$ cat src/design/msa_pkg.sv
// ----------------------------------------------------------------------------
// msa_pkg
// Shared constants, types and helpers of the metric set aggregator.
// ----------------------------------------------------------------------------
package msa_pkg;

  localparam int MAX_METRICS     = 64;
  localparam int RECOMPUTE_LIMIT = 16;

  localparam int VAL_W   = 48;
  localparam int ID_W    = 32;
  localparam int CMD_W   = 2;
  localparam int MODE_W  = 2;
  localparam int LVL_W   = 2;
  localparam int CFG_A_W = 2;
  localparam int IDX_W   = (MAX_METRICS > 1) ? $clog2(MAX_METRICS) : 1;
  localparam int SCAN_W  = $clog2(MAX_METRICS + 1);
  localparam int CNT_W   = $clog2(MAX_METRICS + 1);
  localparam int RC_W    = $clog2(RECOMPUTE_LIMIT + 1);
  localparam int ACC_W   = VAL_W + CNT_W;
  localparam int DW      = ACC_W + 1;
  localparam int DCNT_W  = $clog2(DW + 1);

  localparam logic [CMD_W-1:0] CMD_UPDATE = 2'd0;
  localparam logic [CMD_W-1:0] CMD_ADD    = 2'd1;
  localparam logic [CMD_W-1:0] CMD_REMOVE = 2'd2;

  localparam logic [MODE_W-1:0] MODE_AVG = 2'd0;
  localparam logic [MODE_W-1:0] MODE_MIN = 2'd1;
  localparam logic [MODE_W-1:0] MODE_MAX = 2'd2;
  localparam logic [MODE_W-1:0] MODE_SUM = 2'd3;

  localparam logic [LVL_W-1:0] LVL_OK       = 2'd0;
  localparam logic [LVL_W-1:0] LVL_WARNING  = 2'd1;
  localparam logic [LVL_W-1:0] LVL_CRITICAL = 2'd2;
  localparam logic [LVL_W-1:0] LVL_UNKNOWN  = 2'd3;

  localparam logic [CFG_A_W-1:0] REG_MODE = 2'd0;
  localparam logic [CFG_A_W-1:0] REG_WARN = 2'd1;
  localparam logic [CFG_A_W-1:0] REG_CRIT = 2'd2;

  typedef logic signed [VAL_W-1:0] val_t;
  typedef logic signed [ACC_W-1:0] acc_t;
  typedef logic signed [DW-1:0]    wide_t;

  localparam wide_t Q_MAX_W = {{(DW - VAL_W + 1){1'b0}}, {(VAL_W - 1){1'b1}}};
  localparam wide_t Q_MIN_W = ~Q_MAX_W;

  typedef struct packed {
    logic load;
    logic scan_start;
    logic search_run;
    logic full_run;
    logic exec;
    logic full_fin;
    logic div_full_start;
    logic div_part_start;
    logic div_full_fin;
    logic div_part_fin;
    logic emit;
  } dp_cmd_t;

  typedef struct packed {
    logic scan_done;
    logic upd_live;
    logic need_full;
    logic avg_mode;
    logic n_zero;
    logic div_done;
    logic out_busy;
  } dp_stat_t;

  function automatic wide_t ext_val(input val_t v);
    return {{(DW - VAL_W){v[VAL_W-1]}}, v};
  endfunction

  function automatic acc_t acc_of_val(input val_t v);
    return {{(ACC_W - VAL_W){v[VAL_W-1]}}, v};
  endfunction

  function automatic val_t sat_val(input wide_t v);
    if (v > Q_MAX_W) begin
      return Q_MAX_W[VAL_W-1:0];
    end else if (v < Q_MIN_W) begin
      return Q_MIN_W[VAL_W-1:0];
    end
    return v[VAL_W-1:0];
  endfunction

endpackage

$ cat src/design/msa_ctrl.sv
// ----------------------------------------------------------------------------
// msa_ctrl
// Sequencer: search, table update, full recompute, division and result word.
// ----------------------------------------------------------------------------
module msa_ctrl (
  input  logic               clk,
  input  logic               rst_n,
  input  logic               in_valid,
  output logic               in_stall,
  input  msa_pkg::dp_stat_t  stat,
  output msa_pkg::dp_cmd_t   cmd
);

  typedef enum logic [8:0] {
    S_IDLE   = 9'b000000001,
    S_SEARCH = 9'b000000010,
    S_EXEC   = 9'b000000100,
    S_FULL   = 9'b000001000,
    S_FFIN   = 9'b000010000,
    S_FDIV   = 9'b000100000,
    S_PDIV   = 9'b001000000,
    S_EMIT   = 9'b010000000,
    S_SPARE  = 9'b100000000
  } state_t;

  state_t state_r, state_nxt;

  always_comb begin
    state_nxt = state_r;
    cmd       = '0;
    unique case (state_r)
      S_IDLE: begin
        if (in_valid) begin
          cmd.load       = 1'b1;
          cmd.scan_start = 1'b1;
          state_nxt      = S_SEARCH;
        end
      end
      S_SEARCH: begin
        cmd.search_run = 1'b1;
        if (stat.scan_done) state_nxt = S_EXEC;
      end
      S_EXEC: begin
        cmd.exec = 1'b1;
        priority if (!stat.upd_live) begin
          state_nxt = S_IDLE;
        end else if (stat.need_full) begin
          cmd.scan_start = 1'b1;
          state_nxt      = S_FULL;
        end else if (stat.avg_mode) begin
          cmd.div_part_start = 1'b1;
          state_nxt          = S_PDIV;
        end else begin
          state_nxt = S_EMIT;
        end
      end
      S_FULL: begin
        cmd.full_run = 1'b1;
        if (stat.scan_done) state_nxt = S_FFIN;
      end
      S_FFIN: begin
        cmd.full_fin = 1'b1;
        if (stat.avg_mode && !stat.n_zero) begin
          cmd.div_full_start = 1'b1;
          state_nxt          = S_FDIV;
        end else begin
          state_nxt = S_EMIT;
        end
      end
      S_FDIV: begin
        if (stat.div_done) begin
          cmd.div_full_fin = 1'b1;
          state_nxt        = S_EMIT;
        end
      end
      S_PDIV: begin
        if (stat.div_done) begin
          cmd.div_part_fin = 1'b1;
          state_nxt        = S_EMIT;
        end
      end
      S_EMIT: begin
        // hold until the result register can take a new word
        if (!stat.out_busy) begin
          cmd.emit  = 1'b1;
          state_nxt = S_IDLE;
        end
      end
      default: state_nxt = S_IDLE;
    endcase
  end

  always_ff @(posedge clk) begin
    if (!rst_n) begin
      state_r <= S_IDLE;
    end else begin
      state_r <= state_nxt;
    end
  end

  assign in_stall = (state_r != S_IDLE);

  a_div_follows_start: assert property (@(posedge clk) disable iff (!rst_n)
    cmd.div_full_start |=> (state_r == S_FDIV))
    else $error("full-table division not entered");

  a_emit_only_free: assert property (@(posedge clk) disable iff (!rst_n)
    cmd.emit |-> !stat.out_busy)
    else $error("result overwritten while stalled");

  a_search_then_exec: assert property (@(posedge clk) disable iff (!rst_n)
    (state_r == S_SEARCH && stat.scan_done) |=> (state_r == S_EXEC))
    else $error("search did not hand over to table update");

endmodule

$ cat config.mk
export PLATFORM = sky130hd
export DESIGN_NAME = msa_ctrl
export DESIGN_NICKNAME = d
export VERILOG_FILES = /design/src/design/msa_pkg.sv /design/src/design/msa_ctrl.sv
export SDC_FILE = /design/constraint.sdc
export NUM_CORES = 1
export LEC_CHECK = 0
export BUFFER_PORTS_ARGS = -buffer_cell sky130_fd_sc_hd__buf_2
export CAP_MARGIN = 10
export CORE_ASPECT_RATIO = 1.25
export CORE_MARGIN = 2
export CORE_UTILIZATION = 30
export CTS_CLUSTER_SIZE = 20
export DETAILED_ROUTE_END_ITERATION = 6
export GPL_ROUTABILITY_DRIVEN = 0
export SETUP_SLACK_MARGIN = 0.1
export SYNTH_ARGS = -nofsm -noshare
export SYNTH_HDL_FRONTEND = slang
export SYNTH_SLANG_ARGS = --single-unit
$ cat constraint.sdc
create_clock -name clk -period 4.2 [get_ports clk]
set_clock_uncertainty 0.15 [all_clocks]
set_input_delay 0.84 -clock clk [delete_from_list [all_inputs] [get_ports clk]]
set_output_delay 0.84 -clock clk [all_outputs]
set_load 0.005 [all_outputs]
Word-level counts from Yosys, hierarchy flattened
Cells that the tools add are included.
{"block": "totals", "register_bits": 9, "out_inout_bits": 12, "wordCells": 48}
{"block": "classes", "eq_ne": 14, "mux": 29, "reduce_logical": 4}
{"operator": "$mux W9", "count": 7}
{"operator": "$pmux W9 S7", "count": 1}
{"operator": "$mux W1", "count": 16}
{"operator": "$mux W8", "count": 2}
{"operator": "$eq A9 B1 Y1 const B", "count": 1}
{"operator": "$eq A9 B2 Y1 const B", "count": 1}
{"operator": "$eq A9 B3 Y1 const B", "count": 1}
{"operator": "$eq A9 B4 Y1 const B", "count": 1}
{"operator": "$eq A9 B5 Y1 const B", "count": 1}
{"operator": "$eq A9 B6 Y1 const B", "count": 1}
{"operator": "$eq A9 B7 Y1 const B", "count": 1}
{"operator": "$eq A9 B8 Y1 const B", "count": 1}
{"operator": "$ne A9 B1 Y1 const B", "count": 1}
{"operator": "$ne A2 B2 Y1 const B", "count": 4}
{"operator": "$reduce_and A5 Y1", "count": 1}
{"operator": "$mux W2", "count": 2}
{"operator": "$ne A2 B1 Y1 const B", "count": 1}
{"operator": "$pmux W1 S2", "count": 1}
{"operator": "$reduce_or A2 Y1", "count": 1}
{"operator": "$logic_and A1 B1 Y1", "count": 1}
{"operator": "$logic_not A1 Y1", "count": 1}

Logic depth before layout (Yosys ltp)
Gate-level depths: netlist (run 1).
{"block": "logic_depth", "ltp_word": 4, "depth_mapped": 5, "depth_no_buf": 5}

Worst setup path after synthesis (run 1)
OpenSTA, ideal clock, no wires.
{"block": "synth_path", "kind": "register -> output", "start": "reg state_r[1]", "end": "out cmd[3] in the netlist's numbering", "arrival_time_ns": 1.208, "t_required_ns": 3.210, "setup_slack_ns": 2.002, "stages_incl_launch_ff": 5, "path_cell_list": "dfxtp_1 nor4_4 and3_4 nand2_2 nor3b_2"}
{"item": "from (decl)", "line_no": "msa_ctrl.sv:26", "text": "state_t state_r, state_nxt;"}
{"item": "from (signal assigned)", "line_no": "msa_ctrl.sv:97", "text": "state_r <= state_nxt;"}
{"item": "to (decl)", "line_no": "msa_ctrl.sv:11", "text": "output msa_pkg::dp_cmd_t cmd"}

==> run summary, run 1 <==
Status: completed
Reg2Reg Depth: 5
Layout cells sized above 1: 39.08%
Post-CTS Resized: 0
Gr ovfl total: 0
Max frequency: 373.6 MHz
DRC: 0
Worst path depth: 5
CP bufs+invs: 1
Power, Total: 0.2883 mW
Cell area power density: 410.8 mW/mm²
Post-synth top area share: 28.89%
Register name with the most flops: state_r
P_sw: 0.1104 mW
Clk slew on worst S/H paths: 0.06 ns
PortBufs: 21
Synth unique cells: 29
CP top delay family: simple AND/OR/NAND/NOR gates
Initial Utilization: 31.78%
Hold Path Stages: 2
Int Power: 0.1780 mW
# nets final: 99
P_leak: 0.3238 nW
1st-iter DRT viols: 4
Drt first pass iters: 4
Hold Path Class: flip-flop to flip-flop
Via count: 578
Largest net degree at the start of global routing: 12
First-pass GRT wire length: 2235 µm
Slowest cell on the critical path: nor4_4
Max reg flops: 8
Period minus WS final: 2.677 ns
Max-slew violations: 0
Setup repair after global routing missed its margin: no
Area leader, netlist: dfxtp_1
Final hold violation count: 0
Crit Path Max Fanout: 6
RR Endpoint: state_r[7]$_SDFFE_PN0P_
Slew @ Worst Pin: 0.3527 ns
Crit-path cells: nor4_4 -> and3_4 -> nand2_2 -> nor3b_2 -> buf_2
Mapped cell area: 554.3 µm²
Crit path launch type: flip-flop
Skew-Pair Late Insertion Delay: 0.26 ns
Tcrit/Tclk final: 63.73%
Ranking of synthesized cells by area: dfxtp_1, nor4_4, nor2b_1
Initial antenna violation count: 0
Hold Crit Start: state_r[5]$_SDFFE_PN0P_
Syn_area_per_cell: 8.661 µm²
WL/cell: 13.26 µm
Required time of the critical path: 3.21 ns
Clock Tree Root: clkbuf_4
# Post-CTS Setup Buffers: 0
Hold Path End: state_r[5]$_SDFFE_PN0P_
Switching Fraction: 38.28%
Worst-case clock buffer depth: 2
Worst Path Arrival: 1.69 ns
CTS Hold Buffers Added: 0
Final setup violation count: 0
CP Capture Type: output port
Std-Cell Rows: 17
CTS tree: done
Sequential share of the synthesized area: 28.89%
Headroom to the max-slew limit: 76.31%
Cells after Synth: 64
RR Startpoint: state_r[1]$_SDFFE_PN0P_
Worst vdd ir: 0.1584 mV
Die Ht: 52.06 µm
Final ANT Viol Nets: 0
Num CTS Buffers: 3
Io pins: 22
Die Wd: 42.45 µm
Synth-to-layout area growth: 26.64%
Yosys warnings: 0
Post-Route WL: 1406 µm
Synthesis-stage register bit count: 8
WS Path Type: flip-flop to output port
Vias per inst: 5.453
Part of the power in the clock network: 21.8%
Post-DP HPWL: 1123 µm
CTS sink count: 8
Global-route usage over all layers: 13.97%
Gate power share: 43.6%
Setup TNS: 0 ns
Biggest regs: state_r x8
Flop pwr share: 34.5%
ANT cells: 0
FF-to-FF setup slack: 2.35 ns
Vias in the first global route: 527
DIE AREA: 0.002209 mm²
Slowest Stage Delay on Critical Path: 0.40 ns
Syn_nets: 74
H-tree depth: 1
Core area: 0.001744 mm²
Max_cap viols: 0
[placed cells by master, fill, tap and decap left out, types with 3 or more instances in the layout]
cell type and count:
nor2_1 4, nor3b_1 4, buf_2 21, dfxtp_1 8
o21ai_0 3, and3_2 3, nand2_1 7, nor2b_1 5
nand3_1 3, nand4b_1 3, clkbuf_4 3
[worst max-delay path by stage]
| stage | start | end | slack, ns |
|---|---|---|---|
| finish | state_r[1]$_SDFFE_PN0P_ | cmd[3] | 1.52 |
| global route | state_r[5]$_SDFFE_PN0P_ | cmd[4] | 1.41 |
| CTS | state_r[5]$_SDFFE_PN0P_ | cmd[4] | 1.50 |
| detailed placement | state_r[5]$_SDFFE_PN0P_ | cmd[4] | 1.79 |
| global placement | state_r[5]$_SDFFE_PN0P_ | cmd[4] | 1.76 |
| floorplan | state_r[1]$_SDFFE_PN0P_ | cmd[3] | 2.00 |
[tightest hold or removal path, stage by stage, from the launching register on]
cell and delay [ns]:
dfxtp_1 0.38, nand2_1 0.08, o21ai_0 0.06
[cell usage after synthesis]
cell and n:
mux2i_1 1, nor2_1 4, nor3b_1 4, and3_4 1, nor2b_1 5, and3_1 1
and3_2 3, o22ai_1 1, clkbuf_1 1, o21ai_0 3, nand4b_1 3, dfxtp_1 8
and2_1 1, inv_1 2, xor2_1 2, and4b_1 1, o2bb2ai_1 1, nand2_2 1
nand3_1 3, a31o_2 1, nor3b_2 1, nand2_1 7, a21boi_0 1, o2111a_2 1
nor4_4 2, and2b_1 1, a41o_1 1, nor3_1 1, nand4_1 2
[cell families (layout without fill, tap and decap cells)]
family	count (synthesis)	count (layout)	synth area share, %
simple gates	41	41	51.69
compound gates	9	9	12.42
flops	8	8	28.89
buf+inv	3	26	2.031
xor+xnor	2	2	3.161
mux	1	1	1.806
[layer usage]
layer,routed length [µm],global-route usage (%)
met1,585,14.26
met3,71,4.167
met4,53,11.46
met5,0,0
met2,695,23.33
[stage by stage]
step / instances / hold slack (ns) / worst slack (ns) / utilization [%] / area (µm²)
2_1_floorplan: 64 / 0.3668 / 2.002 / - / 554.3
3_3_place_gp: 103 / 0.4021 / 1.762 / 38.95 / 679.4
3_5_place_dp: 103 / 0.4148 / 1.786 / 38.95 / 679.4
4_1_cts: 106 / 0.4224 / 1.496 / 40.24 / 701.9
5_1_grt: 106 / 0.4466 / 1.405 / 40.24 / 701.9
6_report: 106 / 0.4168 / 1.523 / 40.24 / 701.9
[power by group through the flow]
stage	Combinational, mW	Clock [mW]	Sequential (mW)
finish	0.126	0.0630	0.0996
global route	0.136	0.0676	0.101
CTS	0.126	0.0644	0.0994
detailed placement	0.125	0	0.101
global placement	0.124	0	0.101
floorplan	0.0876	0	0.0993
[final cells by class]
type / instances / area, µm²
inverter: 2 / 7.507
fill: 190 / 1042
tap: 19 / 23.77
clock buffer: 3 / 22.52
sequential: 8 / 160.2
multi-input combinational: 53 / 382.9
timing repair buffer: 21 / 105.1
(Power assumes the default switching activity.)
==> run 2, diff against run 1 <==
- clock period: 4.2 -> 2.4 ns (I/O delays scaled with it)
==> run 2 against run 1 <==
  * Combinational power up 100%
  * Sequential cell count unchanged
  * Critical path depth unchanged
  * First-iteration DRC count rose to 2.8 times the previous value
  * Hold slack worse by 0.017 ns
  * Clock power up 63%
  * Cell count up 5.7%
  * Register-to-register slack worse by 1.8 ns
==> run summary, run 2 (synthesis gave the netlist of run 1 again) <==
Post-DP HPWL: 1126 µm (was 1123 µm)
Crit path launch type: flip-flop (unchanged)
CTS tree: done (unchanged)
Std-Cell Rows: 17 (unchanged)
Core area: 0.001744 mm² (unchanged)
Die Ht: 52.06 µm (unchanged)
Crit Path Max Fanout: 6 (unchanged)
Commonest non-fill, non-tap cells in the layout: buf_2, nand2_1, buf_4, dfxtp_1, nor2b_1 (was buf_2, dfxtp_1, nand2_1, nor2b_1)
Die Wd: 42.45 µm (unchanged)
Fillers: 191 (was 190)
Slowest Stage Delay on Critical Path: 0.36 ns (was 0.40 ns)
CTS Hold Buffers Added: 0 (unchanged)
WL/cell: 13.80 µm (was 13.26 µm)
Largest net degree at the start of global routing: 12 (unchanged)
Worst-case clock buffer depth: 2 (unchanged)
Num CTS Buffers: 3 (unchanged)
Max reg flops: 8 (unchanged)
Via count: 615 (was 578)
Headroom to the max-slew limit: 78.05% (was 76.31%)
Commonest non-fill, non-tap cell in the layout: buf_2 (unchanged)
1st-iter DRT viols: 11 (was 4)
Cell area power density: 711.6 mW/mm² (was 410.8 mW/mm²)
Period minus WS final: 2.251 ns
CTS sink count: 8 (unchanged)
Max-slew violations: 0 (unchanged)
Vias in the first global route: 592 (was 527)
Worst Path Arrival: 1.62 ns (was 1.69 ns)
WS Path Type: flip-flop to output port (unchanged)
Worst vdd ir: 0.4025 mV (was 0.1584 mV)
ANT cells: 0 (unchanged)
# nets final: 105 (was 99)
CP Capture Type: output port (unchanged)
DRC: 0 (unchanged)
Final Cell Area: 755.7 µm² (was 701.9 µm²)
Initial antenna violation count: 0 (unchanged)
Initial Utilization: 31.78% (unchanged)
Tcrit/Tclk final: 93.81%
Vias per inst: 5.491 (was 5.453)
P_leak: 0.3589 nW (was 0.3238 nW)
DIE AREA: 0.002209 mm² (unchanged)
Hold Path Class: primary input to flip-flop (was flip-flop to flip-flop)
Setup repair after global routing missed its margin: yes (was no)
First-pass GRT wire length: 2449 µm (was 2235 µm)
Skew-Pair Late Insertion Delay: 0.25 ns (was 0.26 ns)
Required time of the critical path: 1.77 ns (was 3.21 ns)
Placed inst area: 686.9 µm² (was 679.4 µm²)
Post-Route WL: 1546 µm (was 1406 µm)
Layout cells sized above 1: 45.16% (was 39.08%)
Biggest regs: state_r x8 (unchanged)
Max frequency: 444.2 MHz
Slowest cell on the critical path: nor4_4 (unchanged)
PortBufs: 21 (unchanged)
Final hold violation count: 0 (unchanged)
Drt first pass iters: 5 (was 4)
H-tree depth: 1 (unchanged)
Slew @ Worst Pin: 0.3268 ns (was 0.3527 ns)
Status: completed (unchanged)
Io pins: 22 (unchanged)
Synth-to-layout area growth: 36.34% (was 26.64%)
Register name with the most flops: state_r (unchanged)
Setup TNS: 0 ns (unchanged)
Final ANT Viol Nets: 0 (unchanged)
Max_cap viols: 0 (unchanged)
Clock Tree Root: clkbuf_4 (unchanged)
Clk slew on worst S/H paths: 0.06 ns (about the same)
Gr ovfl total: 0 (unchanged)
Final setup violation count: 0 (unchanged)
Global-route usage over all layers: 15.13% (was 13.97%)
Crit-path cells: nor4_4 -> and3_4 -> nand2_2 -> nor3b_4 -> buf_2 (was nor4_4 -> and3_4 -> nand2_2 -> nor3b_2 -> buf_2)
[run 2: cell types whose count changed in the layout (fill, tap and decap cells not counted), sizes merged]
cell and change:
buf +6
[run 2: through the flow]
| stage | setup WS (ns) | power, mW | hold slack [ns] | std cells | utilization [%] |
|---|---|---|---|---|---|
| 3_3_place_gp | 0.4016 | 0.3920 | 0.3988 | 104 | 39.38 |
| 2_1_floorplan | 0.5619 | 0.3270 | 0.3668 | 64 | - |
| 3_5_place_dp | 0.3383 | 0.3944 | 0.4212 | 104 | 39.38 |
| 4_1_cts | 0.1322 | 0.5034 | 0.3790 | 108 | 41.10 |
| 5_1_grt | 0.05332 | 0.5756 | 0.3983 | 112 | 43.33 |
| 6_report | 0.1486 | 0.5378 | 0.4002 | 112 | 43.33 |
[run 2: worst max-delay path, delay by kind of cell (launching register included)]
family	cells	cell delay, ns
flops	1	0.35
simple gates	4	0.88
buf+inv	1	0.14
[run 2: layout make-up]
class / count / area, µm² / share of cell area [%]
tap: 19 / 23.77 / 3.146
inverter: 2 / 7.507 / 0.9934
sequential: 8 / 162.7 / 21.52
clock buffer: 3 / 22.52 / 2.980
timing repair buffer: 27 / 150.1 / 19.87
multi-input combinational: 53 / 389.1 / 51.49
[run 2: repair_timing]
action                                  4_1_cts  5_1_grt
resized for setup                             0        3
pin swaps                                     1        4
setup buffers                                 1        4
endpoints found under the setup margin        2        8
[run 2: routing by layer]
layer | vias up | global-route usage, % | wire, µm
met1 | 280 | 14.71 | 593
met5 | - | 0 | 0
met4 | 0 | 16.15 | 91
met2 | 28 | 25.90 | 776
met3 | 10 | 2.431 | 85
li1 | 297 | - | -
[run 2: final timing paths]
check | startpoint | end | slack, ns | cells after the start
setup reg to reg | state_r[6]$_SDFFE_PN0P_ | state_r[7]$_SDFFE_PN0P_ | 0.52 | 6
hold / removal | stat[4] | state_r[3]$_SDFFE_PN0P_ | 0.40 | 3
setup / recovery | state_r[1]$_SDFFE_PN0P_ | cmd[3] | 0.15 | 5
hold reg to reg | state_r[5]$_SDFFE_PN0P_ | state_r[5]$_SDFFE_PN0P_ | 0.42 | 2
[run 2: power breakdown]
| group | switching (mW) | internal [mW] | total (mW) |
|---|---|---|---|
| logic | 0.125 | 0.133 | 0.258 |
| registers | 0.0261 | 0.150 | 0.177 |
| clock network | 0.0460 | 0.0573 | 0.103 |
| total | 0.197 | 0.341 | 0.538 |
==> run 3, diff against run 2 <==
- RECOVER_POWER: default -> 25
==> run 3 against run 2 <==
  * Critical path depth unchanged
  * Clock power about the same
  * Core utilization decreased by 0.072 points
  * Register-to-register slack got worse by 0.09 ns
  * Largest cell class unchanged
==> run summary, run 3 (synthesis gave the netlist of run 1 again) <==
Final core occ: 43.26% (was 43.33%)
PortBufs: 21 (unchanged)
Num CTS Buffers: 3 (unchanged)
Final WS setup: 0.1467 ns (was 0.1486 ns)
Crit path launch type: flip-flop (unchanged)
Layout cells sized above 1: 44.09% (was 45.16%)
Worst vdd ir: 0.4028 mV (was 0.4025 mV)
Final Cell Area: 754.5 µm² (was 755.7 µm²)
Worst Path Arrival: 1.62 ns (about the same)
Clock Tree Root: clkbuf_4 (unchanged)
Post-Place Worst Slack: 0.3383 ns (unchanged)
RR Endpoint: state_r[7]$_SDFFE_PN0P_ (unchanged)
Period minus WS final: 2.253 ns (was 2.251 ns)
Hold Path End: state_r[3]$_SDFFE_PN0P_ (unchanged)
Synth-to-layout area growth: 36.12% (was 36.34%)
Register name with the most flops: state_r (unchanged)
Die Wd: 42.45 µm (unchanged)
CP Capture Type: output port (unchanged)
Headroom to the max-slew limit: 78.58% (was 78.05%)
WL/cell: 13.77 µm (was 13.80 µm)
Skew-Pair Late Insertion Delay: 0.25 ns (about the same)
Initial antenna violation count: 0 (unchanged)
Vias per inst: 5.330 (was 5.491)
P_leak: 0.3585 nW (was 0.3589 nW)
Tcrit/Tclk final: 93.89% (was 93.81%)
Gr ovfl total: 0 (unchanged)
Max_cap viols: 0 (unchanged)
Setup TNS: 0 ns (unchanged)
Largest net degree at the start of global routing: 12 (unchanged)
Slew @ Worst Pin: 0.3188 ns (was 0.3268 ns)
Std-Cell Rows: 17 (unchanged)
CTS Hold Buffers Added: 0 (unchanged)
Clk slew on worst S/H paths: 0.06 ns (about the same)
# nets final: 105 (unchanged)
Hold Crit Start: stat[4] (unchanged)
CTS sink count: 8 (unchanged)
Post-Route WL: 1542 µm (was 1546 µm)
ANT cells: 0 (unchanged)
Placed cells: 104 (unchanged)
Final Instance Count excl. Fillers: 112 (unchanged)
Setup repair after global routing missed its margin: yes (unchanged)
Core area: 0.001744 mm² (unchanged)
1st-iter DRT viols: 12 (was 11)
Die Ht: 52.06 µm (unchanged)
WS Path Type: flip-flop to output port (unchanged)
Placed inst area: 686.9 µm² (unchanged)
Final hold violation count: 0 (unchanged)
Final setup violation count: 0 (unchanged)
Hold Path Class: primary input to flip-flop (unchanged)
H-tree depth: 1 (unchanged)
Drt first pass iters: 6 (was 5)
Max-slew violations: 0 (unchanged)
Cell area power density: 709.5 mW/mm² (was 711.6 mW/mm²)
CTS tree: done (unchanged)
Crit Path Max Fanout: 6 (unchanged)
Commonest non-fill, non-tap cell in the layout: buf_2 (unchanged)
Commonest non-fill, non-tap cells in the layout: buf_2, nand2_1, buf_4, dfxtp_1, nor2b_1 (unchanged)
Max reg flops: 8 (unchanged)
Hold Path Stages: 3 (unchanged)
Vias in the first global route: 592 (unchanged)
Status: completed (unchanged)
RR Startpoint: state_r[3]$_SDFFE_PN0P_ (was state_r[6]$_SDFFE_PN0P_)
DIE AREA: 0.002209 mm² (unchanged)
DRC: 0 (unchanged)
Via count: 597 (was 615)
Max frequency: 443.8 MHz (was 444.2 MHz)
Io pins: 22 (unchanged)
First-pass GRT wire length: 2449 µm (unchanged)
Post-DP HPWL: 1126 µm (unchanged)
Reg2Reg Depth: 7 (was 6)
Initial Utilization: 31.78% (unchanged)
Global-route usage over all layers: 15.13% (unchanged)
FF-to-FF setup slack: 0.43 ns (was 0.52 ns)
Worst-case clock buffer depth: 2 (unchanged)
Required time of the critical path: 1.77 ns (about the same)
Final ANT Viol Nets: 0 (unchanged)
Biggest regs: state_r x8 (unchanged)
[run 3: area by class of cell]
type / count / area, µm²
Tap cell: 19 / 23.77
Inverter: 2 / 7.507
Timing Repair Buffer: 27 / 150.1
Clock buffer: 3 / 22.52
Fill cell: 190 / 989.7
Sequential cell: 8 / 162.7
Multi-Input combinational cell: 53 / 387.9
[run 3: worst max-delay path by stage]
| stage | start | to | slack, ns | cells after the start |
|---|---|---|---|---|
| global route | state_r[1]$_SDFFE_PN0P_ | cmd[3] | 0.05 | 5 |
| floorplan | state_r[1]$_SDFFE_PN0P_ | cmd[3] | 0.56 | 4 |
| detailed placement | state_r[1]$_SDFFE_PN0P_ | cmd[3] | 0.34 | 5 |
| global placement | state_r[1]$_SDFFE_PN0P_ | cmd[3] | 0.40 | 5 |
| finish | state_r[1]$_SDFFE_PN0P_ | cmd[3] | 0.15 | 5 |
| CTS | state_r[5]$_SDFFE_PN0P_ | cmd[7] | 0.13 | 4 |
[run 3: critical path: stages (launching register included)]
cell     delay (ns)
dfxtp_2        0.35
nor4_4         0.36
and3_4         0.24
nand2_2        0.08
nor3b_4        0.20
buf_2          0.14
[run 3: per-layer routing]
metal	GRT usage, %	routed length, µm	vias up
met4	16.15	80	0
met3	2.431	56	6
met1	14.71	611	281
li1	-	-	296
met5	0	0	-
met2	25.90	793	14
[run 3: report_power, final]
part           switching (mW)  internal, mW  leakage (nW)
combinational           0.124         0.131         0.279
sequential             0.0263         0.150        0.0658
clock                  0.0464        0.0573        0.0138
[run 3: what timing repair did]
item	in CTS	in global routing
resized for setup	0	3
hold endpoints to repair	0	0
gates cloned	0	0
pin swaps	1	4
endpoints found under the setup margin	2	8
buffers inserted	1	4
[run 3: stage by stage]
stage / total power [mW] / hold slack, ns
final: 0.5353 / 0.4009
after global routing: 0.5738 / 0.3983
after detailed placement: 0.3944 / 0.4212
after floorplan: 0.3270 / 0.3668
after global placement: 0.3920 / 0.3988
after CTS: 0.5034 / 0.3790
